`src/rtl/i2c_tvs_pkg.sv`:
```
`timescale 1ns / 1ps
// Shared types and constants for the I2C test vector sequencer.
// No dependencies; imported by every module of the block.
package i2c_tvs_pkg;

  localparam int MAX_BYTES   = 4;
  localparam int QUEUE_DEPTH = 2;
  localparam int QPTR_W      = $clog2(QUEUE_DEPTH);
  localparam int QCNT_W      = $clog2(QUEUE_DEPTH + 1);
  localparam int CFG_ADDR_W  = 3;
  localparam int CFG_DATA_W  = 32;

  localparam logic [6:0] DEV_ADDR_RESET = 7'h6B;
  localparam logic       REG_DEVICE_ADDRESS = 1'b0;

  localparam logic [2:0] PIN_LOW    = 3'd0;
  localparam logic [2:0] PIN_HIGH   = 3'd1;
  localparam logic [2:0] PIN_EXP0   = 3'd2;
  localparam logic [2:0] PIN_EXP1   = 3'd3;
  localparam logic [2:0] PIN_IGNORE = 3'd4;

  localparam logic OP_TICK   = 1'b0;
  localparam logic OP_LAUNCH = 1'b1;

  typedef enum logic [3:0] {
    PH_IDLE       = 4'd0,
    PH_START_W    = 4'd1,
    PH_ADDR_W     = 4'd2,
    PH_ACK_ADDR_W = 4'd3,
    PH_CMD        = 4'd4,
    PH_ACK_CMD    = 4'd5,
    PH_WDATA      = 4'd6,
    PH_ACK_WDATA  = 4'd7,
    PH_MID_STOP   = 4'd8,
    PH_START_R    = 4'd9,
    PH_ADDR_R     = 4'd10,
    PH_ACK_ADDR_R = 4'd11,
    PH_RDATA      = 4'd12,
    PH_ACK_OUT    = 4'd13,
    PH_STOP       = 4'd14
  } phase_t;

  typedef struct packed {
    logic        opcode;
    logic        check_mode;
    logic [7:0]  register_byte;
    logic [31:0] data_word;
    logic [2:0]  byte_count;
  } in_word_t;

  typedef struct packed {
    logic [2:0] clock_pin_code;
    logic [2:0] data_pin_code;
    logic       in_transaction;
    logic       transaction_end;
    logic       launch_dropped;
  } out_word_t;

  typedef struct packed {
    logic        is_launch;
    logic        check_mode;
    logic [7:0]  register_byte;
    logic [31:0] data_word;
    logic [2:0]  byte_count;
  } cmd_t;

endpackage

```
`src/rtl/i2c_tvs_front.sv`:
```
`timescale 1ns / 1ps
// Front end: accepts input words, classifies them into commands and
// queues them for the back end. Depends on i2c_tvs_pkg.
module i2c_tvs_front (
  input  logic                  clk,
  input  logic                  rst_n,
  input  logic                  in_valid,
  output logic                  in_stall,
  input  i2c_tvs_pkg::in_word_t in_word,
  output logic                  q_valid,
  output i2c_tvs_pkg::cmd_t     q_word,
  input  logic                  q_pop
);
  import i2c_tvs_pkg::*;

  cmd_t              mem_r [QUEUE_DEPTH];
  logic [QPTR_W-1:0] wr_ptr_r, wr_ptr_nxt;
  logic [QPTR_W-1:0] rd_ptr_r, rd_ptr_nxt;
  logic [QCNT_W-1:0] count_r, count_nxt;
  logic              push;
  cmd_t              cmd;

  always_comb begin
    cmd.is_launch     = (in_word.opcode == OP_LAUNCH);
    cmd.check_mode    = in_word.check_mode;
    cmd.register_byte = in_word.register_byte;
    cmd.data_word     = in_word.data_word;
    cmd.byte_count    = (in_word.byte_count > 3'(MAX_BYTES)) ? 3'(MAX_BYTES)
                                                             : in_word.byte_count;
  end

  assign in_stall = (count_r == QCNT_W'(QUEUE_DEPTH));
  assign push     = in_valid && !in_stall;
  assign q_valid  = (count_r != '0);
  assign q_word   = mem_r[rd_ptr_r];

  always_comb begin
    wr_ptr_nxt = wr_ptr_r;
    rd_ptr_nxt = rd_ptr_r;
    count_nxt  = count_r;
    if (push) begin
      wr_ptr_nxt = (wr_ptr_r == QPTR_W'(QUEUE_DEPTH - 1)) ? '0 : wr_ptr_r + 1'b1;
    end
    if (q_pop) begin
      rd_ptr_nxt = (rd_ptr_r == QPTR_W'(QUEUE_DEPTH - 1)) ? '0 : rd_ptr_r + 1'b1;
    end
    if (push && !q_pop) begin
      count_nxt = count_r + 1'b1;
    end else if (!push && q_pop) begin
      count_nxt = count_r - 1'b1;
    end
  end

  always_ff @(posedge clk) begin
    if (!rst_n) begin
      wr_ptr_r <= '0;
      rd_ptr_r <= '0;
      count_r  <= '0;
    end else begin
      wr_ptr_r <= wr_ptr_nxt;
      rd_ptr_r <= rd_ptr_nxt;
      count_r  <= count_nxt;
    end
  end

  always_ff @(posedge clk) begin
    if (push) begin
      mem_r[wr_ptr_r] <= cmd;
    end
  end

endmodule

```
`src/rtl/i2c_tvs_back.sv`:
```
`timescale 1ns / 1ps
// Back end: bit-level I2C sequencer that turns queued commands into pin
// vectors, with the output register. Depends on i2c_tvs_pkg.
module i2c_tvs_back (
  input  logic                   clk,
  input  logic                   rst_n,
  input  logic [6:0]             dev_addr,
  input  logic                   q_valid,
  input  i2c_tvs_pkg::cmd_t      q_word,
  output logic                   q_pop,
  output logic                   out_valid,
  input  logic                   out_stall,
  output i2c_tvs_pkg::out_word_t out_word
);
  import i2c_tvs_pkg::*;

  logic [2:0]  clk_pin_r, clk_pin_nxt;
  logic [2:0]  dat_pin_r, dat_pin_nxt;
  logic        busy_r, busy_nxt;
  phase_t      phase_r, phase_nxt;
  logic [2:0]  sub_r, sub_nxt;
  logic [2:0]  bit_r, bit_nxt;
  logic [2:0]  bytes_left_r, bytes_left_nxt;
  logic [31:0] shift_r, shift_nxt;
  logic [7:0]  saved_reg_r, saved_reg_nxt;
  logic        saved_mode_r, saved_mode_nxt;
  logic        dropped_r, dropped_nxt;
  logic        out_valid_r, out_valid_nxt;
  out_word_t   out_word_r, out_word_nxt;

  logic        done;
  logic        in_tx;
  logic        tx_end;
  logic [7:0]  cur_byte;
  logic        cur_bit;
  logic [2:0]  bl_dec;
  logic        ack;

  assign q_pop     = q_valid && (q_word.is_launch || !out_valid_r || !out_stall);
  assign out_valid = out_valid_r;
  assign out_word  = out_word_r;

  always_comb begin
    unique case (phase_r)
      PH_ADDR_W: cur_byte = {dev_addr, 1'b0};
      PH_ADDR_R: cur_byte = {dev_addr, 1'b1};
      PH_CMD:    cur_byte = saved_reg_r;
      default:   cur_byte = shift_r[7:0];
    endcase
    cur_bit = cur_byte[3'd7 - bit_r];
    bl_dec  = (bytes_left_r != 3'd0) ? bytes_left_r - 3'd1 : bytes_left_r;
    ack     = (bytes_left_r > 3'd1);
  end

  always_comb begin
    clk_pin_nxt    = clk_pin_r;
    dat_pin_nxt    = dat_pin_r;
    busy_nxt       = busy_r;
    phase_nxt      = phase_r;
    sub_nxt        = sub_r;
    bit_nxt        = bit_r;
    bytes_left_nxt = bytes_left_r;
    shift_nxt      = shift_r;
    saved_reg_nxt  = saved_reg_r;
    saved_mode_nxt = saved_mode_r;
    dropped_nxt    = dropped_r;
    out_valid_nxt  = out_valid_r && out_stall;
    out_word_nxt   = out_word_r;
    done           = 1'b0;
    in_tx          = 1'b1;
    tx_end         = 1'b0;

    if (q_pop) begin
      if (q_word.is_launch) begin
        if (busy_r) begin
          dropped_nxt = 1'b1;
        end else begin
          busy_nxt       = 1'b1;
          phase_nxt      = PH_START_W;
          sub_nxt        = 3'd0;
          bit_nxt        = 3'd0;
          saved_mode_nxt = q_word.check_mode;
          saved_reg_nxt  = q_word.register_byte;
          shift_nxt      = q_word.data_word;
          bytes_left_nxt = q_word.byte_count;
        end
      end else begin
        unique case (phase_r)
          PH_START_W, PH_START_R: begin
            if (sub_r == 3'd0) begin
              dat_pin_nxt = PIN_LOW;
            end else begin
              clk_pin_nxt = PIN_LOW;
              dat_pin_nxt = PIN_LOW;
            end
            done = (sub_r >= 3'd1);
            if (done) begin
              phase_nxt = (phase_r == PH_START_W) ? PH_ADDR_W : PH_ADDR_R;
            end
          end
          PH_ADDR_W, PH_ADDR_R, PH_CMD, PH_WDATA: begin
            clk_pin_nxt = (sub_r == 3'd1 || sub_r == 3'd2) ? PIN_HIGH : PIN_LOW;
            dat_pin_nxt = cur_bit ? PIN_HIGH : PIN_LOW;
            done = (sub_r >= 3'd3);
            if (done) begin
              if (bit_r == 3'd7) begin
                bit_nxt   = 3'd0;
                phase_nxt = phase_t'(phase_r + 4'd1);
              end else begin
                bit_nxt = bit_r + 3'd1;
              end
            end
          end
          PH_RDATA: begin
            if (sub_r == 3'd1 || sub_r == 3'd2) begin
              clk_pin_nxt = PIN_HIGH;
              dat_pin_nxt = cur_bit ? PIN_EXP1 : PIN_EXP0;
            end else begin
              clk_pin_nxt = PIN_LOW;
              dat_pin_nxt = PIN_IGNORE;
            end
            done = (sub_r >= 3'd3);
            if (done) begin
              if (bit_r == 3'd7) begin
                bit_nxt   = 3'd0;
                phase_nxt = PH_ACK_OUT;
              end else begin
                bit_nxt = bit_r + 3'd1;
              end
            end
          end
          PH_ACK_ADDR_W, PH_ACK_CMD, PH_ACK_WDATA, PH_ACK_ADDR_R: begin
            if (sub_r == 3'd0) begin
              clk_pin_nxt = PIN_LOW;
              dat_pin_nxt = PIN_IGNORE;
            end else if (sub_r <= 3'd2) begin
              clk_pin_nxt = PIN_HIGH;
              dat_pin_nxt = PIN_EXP0;
            end else begin
              clk_pin_nxt = PIN_LOW;
              dat_pin_nxt = PIN_LOW;
            end
            done = (sub_r >= 3'd3);
            if (done) begin
              unique case (phase_r)
                PH_ACK_ADDR_W: phase_nxt = PH_CMD;
                PH_ACK_CMD: begin
                  if (saved_mode_r) begin
                    phase_nxt = PH_MID_STOP;
                  end else begin
                    phase_nxt = (bytes_left_r != 3'd0) ? PH_WDATA : PH_STOP;
                  end
                end
                PH_ACK_WDATA: begin
                  shift_nxt      = shift_r >> 8;
                  bytes_left_nxt = bl_dec;
                  phase_nxt      = (bl_dec != 3'd0) ? PH_WDATA : PH_STOP;
                end
                default: phase_nxt = (bytes_left_r != 3'd0) ? PH_RDATA : PH_STOP;
              endcase
            end
          end
          PH_ACK_OUT: begin
            if (sub_r <= 3'd1) begin
              clk_pin_nxt = PIN_LOW;
              dat_pin_nxt = ack ? PIN_LOW : PIN_HIGH;
            end else if (sub_r <= 3'd3) begin
              clk_pin_nxt = PIN_HIGH;
              dat_pin_nxt = ack ? PIN_LOW : PIN_HIGH;
            end else begin
              clk_pin_nxt = PIN_LOW;
              dat_pin_nxt = ack ? PIN_IGNORE : PIN_LOW;
            end
            done = (sub_r >= 3'd4);
            if (done) begin
              shift_nxt      = shift_r >> 8;
              bytes_left_nxt = bl_dec;
              phase_nxt      = (bl_dec != 3'd0) ? PH_RDATA : PH_STOP;
            end
          end
          PH_MID_STOP, PH_STOP: begin
            if (sub_r == 3'd0) begin
              dat_pin_nxt = PIN_LOW;
            end else if (sub_r == 3'd1) begin
              clk_pin_nxt = PIN_HIGH;
              dat_pin_nxt = PIN_LOW;
            end else begin
              clk_pin_nxt = PIN_HIGH;
              dat_pin_nxt = PIN_HIGH;
            end
            done = (sub_r >= 3'd2);
            if (done) begin
              if (phase_r == PH_MID_STOP) begin
                phase_nxt = PH_START_R;
              end else begin
                tx_end    = 1'b1;
                busy_nxt  = 1'b0;
                phase_nxt = PH_IDLE;
              end
            end
          end
          default: begin
            in_tx     = 1'b0;
            busy_nxt  = 1'b0;
            phase_nxt = PH_IDLE;
            sub_nxt   = 3'd0;
          end
        endcase
        if (in_tx) begin
          sub_nxt = done ? 3'd0 : sub_r + 3'd1;
        end
        out_valid_nxt                = 1'b1;
        out_word_nxt.clock_pin_code  = clk_pin_nxt;
        out_word_nxt.data_pin_code   = dat_pin_nxt;
        out_word_nxt.in_transaction  = in_tx;
        out_word_nxt.transaction_end = tx_end;
        out_word_nxt.launch_dropped  = dropped_r;
      end
    end
  end

  always_ff @(posedge clk) begin
    if (!rst_n) begin
      clk_pin_r    <= PIN_HIGH;
      dat_pin_r    <= PIN_HIGH;
      busy_r       <= 1'b0;
      phase_r      <= PH_IDLE;
      sub_r        <= 3'd0;
      bit_r        <= 3'd0;
      bytes_left_r <= 3'd0;
      shift_r      <= 32'd0;
      saved_reg_r  <= 8'd0;
      saved_mode_r <= 1'b0;
      dropped_r    <= 1'b0;
      out_valid_r  <= 1'b0;
    end else begin
      clk_pin_r    <= clk_pin_nxt;
      dat_pin_r    <= dat_pin_nxt;
      busy_r       <= busy_nxt;
      phase_r      <= phase_nxt;
      sub_r        <= sub_nxt;
      bit_r        <= bit_nxt;
      bytes_left_r <= bytes_left_nxt;
      shift_r      <= shift_nxt;
      saved_reg_r  <= saved_reg_nxt;
      saved_mode_r <= saved_mode_nxt;
      dropped_r    <= dropped_nxt;
      out_valid_r  <= out_valid_nxt;
    end
  end

  always_ff @(posedge clk) begin
    out_word_r <= out_word_nxt;
  end

endmodule

```
`src/rtl/i2c_test_vector_sequencer.sv`:
```
`timescale 1ns / 1ps
// I2C test vector sequencer, top level: APB register, front queue, back end.
// Depends on i2c_tvs_pkg, i2c_tvs_front and i2c_tvs_back.
//
// Takes one word per clock. A tick word yields one pin vector word, a
// launch word yields none and loads a write or check-read transaction
// (a launch while a transaction runs is dropped and sets a sticky flag).
// Each word is handled by the back-end sequencer; results appear in the
// cycle after the word leaves the two-entry front queue, so the block
// runs at one word per clock until out_stall backs up the output
// register and then the queue. The device address register at
// byte address 0 is read live and resets to 0x6B.
module i2c_test_vector_sequencer (
  input  logic                                clk,
  input  logic                                rst_n,
  input  logic                                in_valid,
  output logic                                in_stall,
  input  i2c_tvs_pkg::in_word_t               in_word,
  output logic                                out_valid,
  input  logic                                out_stall,
  output i2c_tvs_pkg::out_word_t              out_word,
  input  logic                                cfg_psel,
  input  logic                                cfg_penable,
  input  logic                                cfg_pwrite,
  input  logic [i2c_tvs_pkg::CFG_ADDR_W-1:0]  cfg_paddr,
  input  logic [i2c_tvs_pkg::CFG_DATA_W-1:0]  cfg_pwdata,
  output logic [i2c_tvs_pkg::CFG_DATA_W-1:0]  cfg_prdata,
  output logic                                cfg_pready
);
  import i2c_tvs_pkg::*;

  logic [6:0] dev_addr_r, dev_addr_nxt;
  logic       cfg_wr;
  logic       reg_hit;
  logic       q_valid;
  logic       q_pop;
  cmd_t       q_word;

  assign cfg_pready = 1'b1;
  assign reg_hit    = (cfg_paddr[2] == REG_DEVICE_ADDRESS);
  assign cfg_wr     = cfg_psel && cfg_penable && cfg_pwrite && cfg_pready;
  assign cfg_prdata = reg_hit ? {{(CFG_DATA_W - 7){1'b0}}, dev_addr_r} : '0;

  always_comb begin
    dev_addr_nxt = dev_addr_r;
    if (cfg_wr && reg_hit) begin
      dev_addr_nxt = cfg_pwdata[6:0];
    end
  end

  always_ff @(posedge clk) begin
    if (!rst_n) begin
      dev_addr_r <= DEV_ADDR_RESET;
    end else begin
      dev_addr_r <= dev_addr_nxt;
    end
  end

  i2c_tvs_front u_front (
    .clk      (clk),
    .rst_n    (rst_n),
    .in_valid (in_valid),
    .in_stall (in_stall),
    .in_word  (in_word),
    .q_valid  (q_valid),
    .q_word   (q_word),
    .q_pop    (q_pop)
  );

  i2c_tvs_back u_back (
    .clk       (clk),
    .rst_n     (rst_n),
    .dev_addr  (dev_addr_r),
    .q_valid   (q_valid),
    .q_word    (q_word),
    .q_pop     (q_pop),
    .out_valid (out_valid),
    .out_stall (out_stall),
    .out_word  (out_word)
  );

endmodule
```
`config.mk`:
```
export PLATFORM = sky130hd
export DESIGN_NAME = i2c_test_vector_sequencer
export DESIGN_NICKNAME = d
export VERILOG_FILES = /design/src/rtl/i2c_tvs_pkg.sv /design/src/rtl/i2c_tvs_front.sv /design/src/rtl/i2c_tvs_back.sv /design/src/rtl/i2c_test_vector_sequencer.sv
export SDC_FILE = /design/constraint.sdc
export NUM_CORES = 1
export LEC_CHECK = 0
export BUFFER_PORTS_ARGS = -buffer_cell sky130_fd_sc_hd__buf_4
export CORE_MARGIN = 2
export CORE_UTILIZATION = 53
export CTS_BUF_LIST = sky130_fd_sc_hd__clkbuf_4
export DETAILED_ROUTE_END_ITERATION = 6
export PLACE_DENSITY = 0.79
export SYNTH_ARGS = -nofsm -noshare
export SYNTH_HDL_FRONTEND = slang
export SYNTH_SLANG_ARGS = --single-unit
```
`constraint.sdc`:
```
create_clock -name clk -period 3.1 [get_ports clk]
set_input_delay 0.31 -clock clk [delete_from_list [all_inputs] [get_ports clk]]
set_output_delay 0.31 -clock clk [all_outputs]
set_load 0.01 [all_outputs]
```
---- Word-level counts from Yosys, hierarchy flattened ----
Memory sizes are Yosys's and may differ from the RTL's. A register that Yosys moved wholly into a read port is not among the register bits.
Index checks and enable logic that the tools add are counted.
operators by class
  bitwise logic cells ..................... 3
  eq/ne operators ......................... 31
  muxes and demuxes ....................... 87
  $lt $le $gt $ge ......................... 10
  reduce and logical (&&, ||, !) cells .... 41
  add/sub/neg operators ................... 9
operators by type and width
  cell                                                 count
  two-way mux 32 bit                                   5
  two-way mux 3 bit                                    26
  one-hot mux 32 bit (2 select lines)                  1
  two-way mux 4 bit                                    15
  != test 3 x 1 -> 1 bit, second input constant        10
  equality test 4 bit, second input constant           7
  two-way mux 1 bit                                    25
  one-hot mux 4 bit (6 select lines)                   1
  one-hot mux 8 bit (3 select lines)                   1
  one-hot mux 3 bit (6 select lines)                   1
  equality test 4 x 3 -> 1 bit, second input constant  4
  one-hot mux 3 bit (5 select lines)                   1
  OR reduction 14 bit                                  1
  one-hot mux 4 bit (3 select lines)                   1
  OR reduction 12 bit                                  1
  two-way mux 2 bit                                    5
  AND reduction 10 bit                                 1
  AND reduction 3 bit                                  3
  nonzero test 3 bit                                   3
  OR reduction 9 bit                                   1
  equality test 4 x 2 -> 1 bit, second input constant  2
  logical AND 1 bit                                    8
  AND reduction 4 bit                                  2
  nonzero test 2 bit                                   4
  other kinds (37)                                     52
storage, ports and cells
  memory bits (writable) .................. 90
  register bits ........................... 83
  input port bits ......................... 87
  memories kept ........................... 1
  output and inout bits ................... 44
memory list
  name           depth  bits a word  read ports  clocked after Yosys merged registers in  write ports  RTL line             source
  u_front.mem_r  2      45           1           1                                        1            i2c_tvs_front.sv:16  cmd_t mem_r [QUEUE_DEPTH];

---- Depth between registers and ports, before layout ----
  depth after elaboration ................. 8
  depth in mapped cells ................... 11
  depth with buffers taken out ............ 8

---- Hierarchy ----
Synthesis repeated with hierarchy kept, for this count alone.
unflattened totals
  cell total of the unflattened synthesis .. 714
  area, all modules ....................... 8212.9 um^2
modules (own cells, without submodules)
  module                     cells an instance  sequential area each (um^2)  area an instance (um^2)  instances
  i2c_tvs_back               480                1531.5                       4122.7                   1
  i2c_tvs_front              168                2802.7                       3513.4                   1
  i2c_test_vector_sequencer  66                 140.1                        576.8                    1

---- Least setup slack after synthesis ----
No wires, ideal clock.
  path kind ............................... reg2reg
  start ................................... register u_front.count_r[0]
  end ..................................... memory u_front.mem_r[0][0] (netlist bit) (enable)
  setup slack ............................. 0.138 ns
  setup time .............................. 0.449 ns
  data required time ...................... 2.651 ns
  path buffers ............................ 0
  clock period less this slack ............ 2.962 ns
  stages on the path, launching flop included .. 4
  arrival time ............................ 2.514 ns
  cell sequence ........................... dfxtp_1 > nand2b_1 > nand2_1 > nor2_1
between the ends
  longest elaborated chain between the ends .. 5
ends and longest elaborated chain
  element                                  RTL line             source
  start, declared                          i2c_tvs_front.sv:19  logic [QCNT_W-1:0] count_r, count_nxt;
  start signal, assigned                   i2c_tvs_front.sv:62  count_r <= count_nxt;
  equality test 2 bit                      i2c_tvs_front.sv:32  assign in_stall = (count_r == QCNT_W'(QUEUE_DEPTH));
  logical NOT 1 bit                        i2c_tvs_front.sv:33  assign push = in_valid && !in_stall;
  logical AND 1 bit                        i2c_tvs_front.sv:33
  two-way mux 1 bit                        i2c_tvs_front.sv:67  if (push) begin
  two-way mux 1 bit (implied by the code)  i2c_tvs_front.sv:68  mem_r[wr_ptr_r] <= cmd;
  end, declared                            i2c_tvs_front.sv:16
Every way passes these cells.

---- Worst setup path in the final report ----
  start ................................... register u_back.sub_r[0]
  end ..................................... register u_back.shift_r[10]
between the ends
  longest elaborated chain between the ends .. 3
ends and longest elaborated chain
  element                                                                     RTL line                                  source
  start, declared                                                             i2c_tvs_back.sv:21                        logic [2:0] sub_r, sub_nxt;
  start signal, assigned                                                      i2c_tvs_back.sv:241                       sub_r <= sub_nxt;
  >= comparator 3 bit / >= comparator 3 x 2 -> 1 bit (equally long branches)  i2c_tvs_back.sv:174, i2c_tvs_back.sv:143
  != test 3 x 1 -> 1 bit (no line)                                            --
  AND reduction 6 bit (no line) *                                             --
  end signal, assigned                                                        i2c_tvs_back.sv:244                       shift_r <= shift_nxt;
  end, declared                                                               i2c_tvs_back.sv:24                        logic [31:0] shift_r, shift_nxt;
Every way passes the cells marked *; elsewhere a longest branch is shown, timed or not.
A chain may end at the register's enable or synchronous reset.

==> impl_results.md <==
* Worst-Skew Late Latency at 590 ps
* Final non-filler cell area at 9310 um^2
* Initial antenna violation count at 0
* Register area share after synthesis at 56.4%
* Max-slew violation count at 0
* VDD IR max at 0.000427 V
* Reg-to-reg slack, setup at 430 ps
* Endpoints failing setup at 0
* Synthesis-to-layout area growth at 17.4%
* Crit path max-delay cell type: a21oi_4
* CTS max path bufs at 2
* Critical path's largest stage delay at 680 ps
* Post-synth EDFFs at 99
* Ranking of synthesized cells by area: edfxtp_1, dfxtp_1, mux2i_1, nand2_1, buf_4
* RSZ-0062 raised after global routing: no
* Fmax at 375 MHz
* Die width at 126 um
* Clock Pin Slew Worst Setup and Hold Paths at 140 ps
* CTS buffer count at 17
* Die ar. at 16000 um^2
* CP most frequent cell: ha_1
* TNS Setup at 0 ps
* Pre-Repair DR Iteration Count at 5
* Critical Setup Path Class: flip-flop to flip-flop
* Proportion of layout cells with a drive suffix above 1 at 16.9%
* Via Count at 5647
* DP Area at 8490 um^2
* Port Buf Inserts at 77
* Final hold vios at 0
* CTS root buf: clkbuf_4
* Hold Buf Count CTS at 51
* Lkg Pwr at 3.60 nW
* Post-CTS setup buffer count at 0
* Die Y at 126 um
* Netlist cell types at 65
* Drt first-iter violations at 348
* Num rows at 44
* Cells after Synth at 703
* Clock skew at 17.7 ps
* Actual slew at the worst max-slew pin at 1110 ps
* Yosys reg bits at 174
* Largest net degree at the start of global routing at 78
* DRC violations left at 0
* Final core utilization at 63.8%
* Max_slew headroom at 26.2%
* Worst setup EP type: flip-flop
* FFs w/ async S/R, synth at 0%
* Status: finished, final reports clean
* Final nets at 911
* Worst hold slack at 107 ps
* Crit path launch type: flip-flop
* CP arrival at 3180 ps
* Crit-path cells: ha_1 -> ha_1 -> a211oi_1 -> o21ai_0 -> nand2_1 -> a21oi_4 -> o211ai_1 -> a21boi_1
* Clock tree from TritonCTS: yes
* Routability cong. at 0.847
* Remaining antenna violation count at 0
* First-pass GRT wire length at 27100 um
* Overall Power at 6.49 mW
* HP Class: input pin to flip-flop
* Worst EP required at 3610 ps
* Max_cap viols at 0
* Routed WL per cell at 16.6 um
* Core Footprint at 14600 um^2
* Drt total wl at 16700 um
* Syn Std Cell Area at 7930 um^2
* Gr ovfl total at 0
* Most used DFF post-synth: edfxtp_1
* # diodes at 0
* Period minus WS final at 2670 ps
* Post-route clock period utilization at 86.0%
* Synth area leader: edfxtp_1
* All-Layer GR Usage at 21.3%
* Clk sinks at 174
* H-tree Lvls at 4
* Gates resized, CTS repair at 0
* Ys Warns at 0
* Hold depth at 2
* I/O pins at 131
* Max FO, Critical Path at 27
* Initial core utilization at 54.3%
* Yosys top cell area share at 37.5%
* Pwr per Cell Area at 697 nW/um^2
* Vias in the first global route at 5496
* Syn_area_per_cell at 11.3 um^2
* Vias per inst at 5.61
* Register-to-Register Path Depth at 8
* Post-DP HPWL at 10900 um
==> Yosys cell counts (all sizes together) (7+ instances only) <==
cell type  count
ha            14
o21ai         18
a221oi         8
nor2          24
buf           40
a21oi         22
nand2         97
a21boi        29
o211ai        30
nor3           8
inv           17
mux2i         47
nor2b         26
and2          12
nand2b         7
dfxtp         75
clkbuf        30
mux2          11
a22oi         10
o211a         13
nand3         12
edfxtp        99
==> power breakdown <==
group	internal, mW	total, mW	switching, mW
logic	0.811	1.98	1.17
clock network	0.509	1.35	0.845
registers	2.90	3.15	0.247
total	4.22	6.49	2.27
==> sequential cells by signal, summed over array words and instances (netlist names), named ones only <==
name and flops:
u_back.clk_pin_r 3, u_front.count_r 2, u_back.dropped_r 1, u_back.out_word 9, u_back.bit_r 3, u_back.saved_mode_r 1
u_back.saved_reg_r 8, u_front.wr_ptr_r 1, u_back.dat_pin_r 3, u_back.phase_r 4, u_back.shift_r 32, dev_addr_r 7
u_back.busy_r 1, u_front.mem_r 90, u_front.rd_ptr_r 1, u_back.out_valid 1, u_back.bytes_left_r 3, u_back.sub_r 3
==> layout by cell type (no fill, tap or decap), types with 19 or more instances in the layout <==
cell type,count
nor2b_1,26
edfxtp_1,99
conb_1,26
dfxtp_1,74
nand2_1,97
a21oi_1,19
buf_4,83
dlygate4sd3_1,51
o211ai_1,30
mux2i_1,46
a21boi_1,19
nor2_1,23
==> critical path: cells and delay by family (launching register included) <==
kind / cells / cell delay, ps
DFF: 1 / 560
and+or+nand+nor: 1 / 130
adders and majority gates: 2 / 450
AOI/OAI and AO/OA: 5 / 1440
==> area by class of cell <==
cell class,count,area (um^2)
fill,1116,5280
multi-input combinational,466,3100
tap,184,230
sequential,174,4480
clock buffer,17,128
inverter,17,63.8
timing repair buffer,134,1130
clock inverter,15,179
==> final timing paths <==
check,startpoint,to
max reg2reg,u_back.sub_r[0],u_back.shift_r[10]
max,u_back.sub_r[0],u_back.shift_r[10]
min reg2reg,u_back.shift_r[23],u_back.shift_r[23]
min,in_word[0],u_front.mem_r[0][0]
==> routing by layer <==
metal	vias to the layer above	global-route usage (%)	part of all wire (%)
met5	-	0	0
met4	0	8.02	2.1
met3	32	4.09	4.5
met2	174	36.5	49
met1	2716	27.1	45
li1	2725	-	-
==> logic make-up after synthesis <==
| kind of cell | after synthesis | share of synthesized area, % |
|---|---|---|
| and+or+nand+nor | 203 | 12.3 |
| DFF | 174 | 56.4 |
| AOI/OAI and AO/OA | 162 | 15.2 |
| buffers and inverters | 87 | 5.76 |
| muxes | 58 | 7.65 |
| adders and majority gates | 14 | 2.21 |
| xor gates and xnor gates | 3 | 0.331 |
| other | 2 | 0.0947 |
==> metrics by stage <==
step / instances / worst slack (ps)
after floorplan: 727 / 138
after global placement: 924 / 584
after detailed placement: 924 / 525
after CTS: 1007 / 480
after global routing: 1007 / 163
final: 1007 / 434
Power figures use the tool's default switching activity.
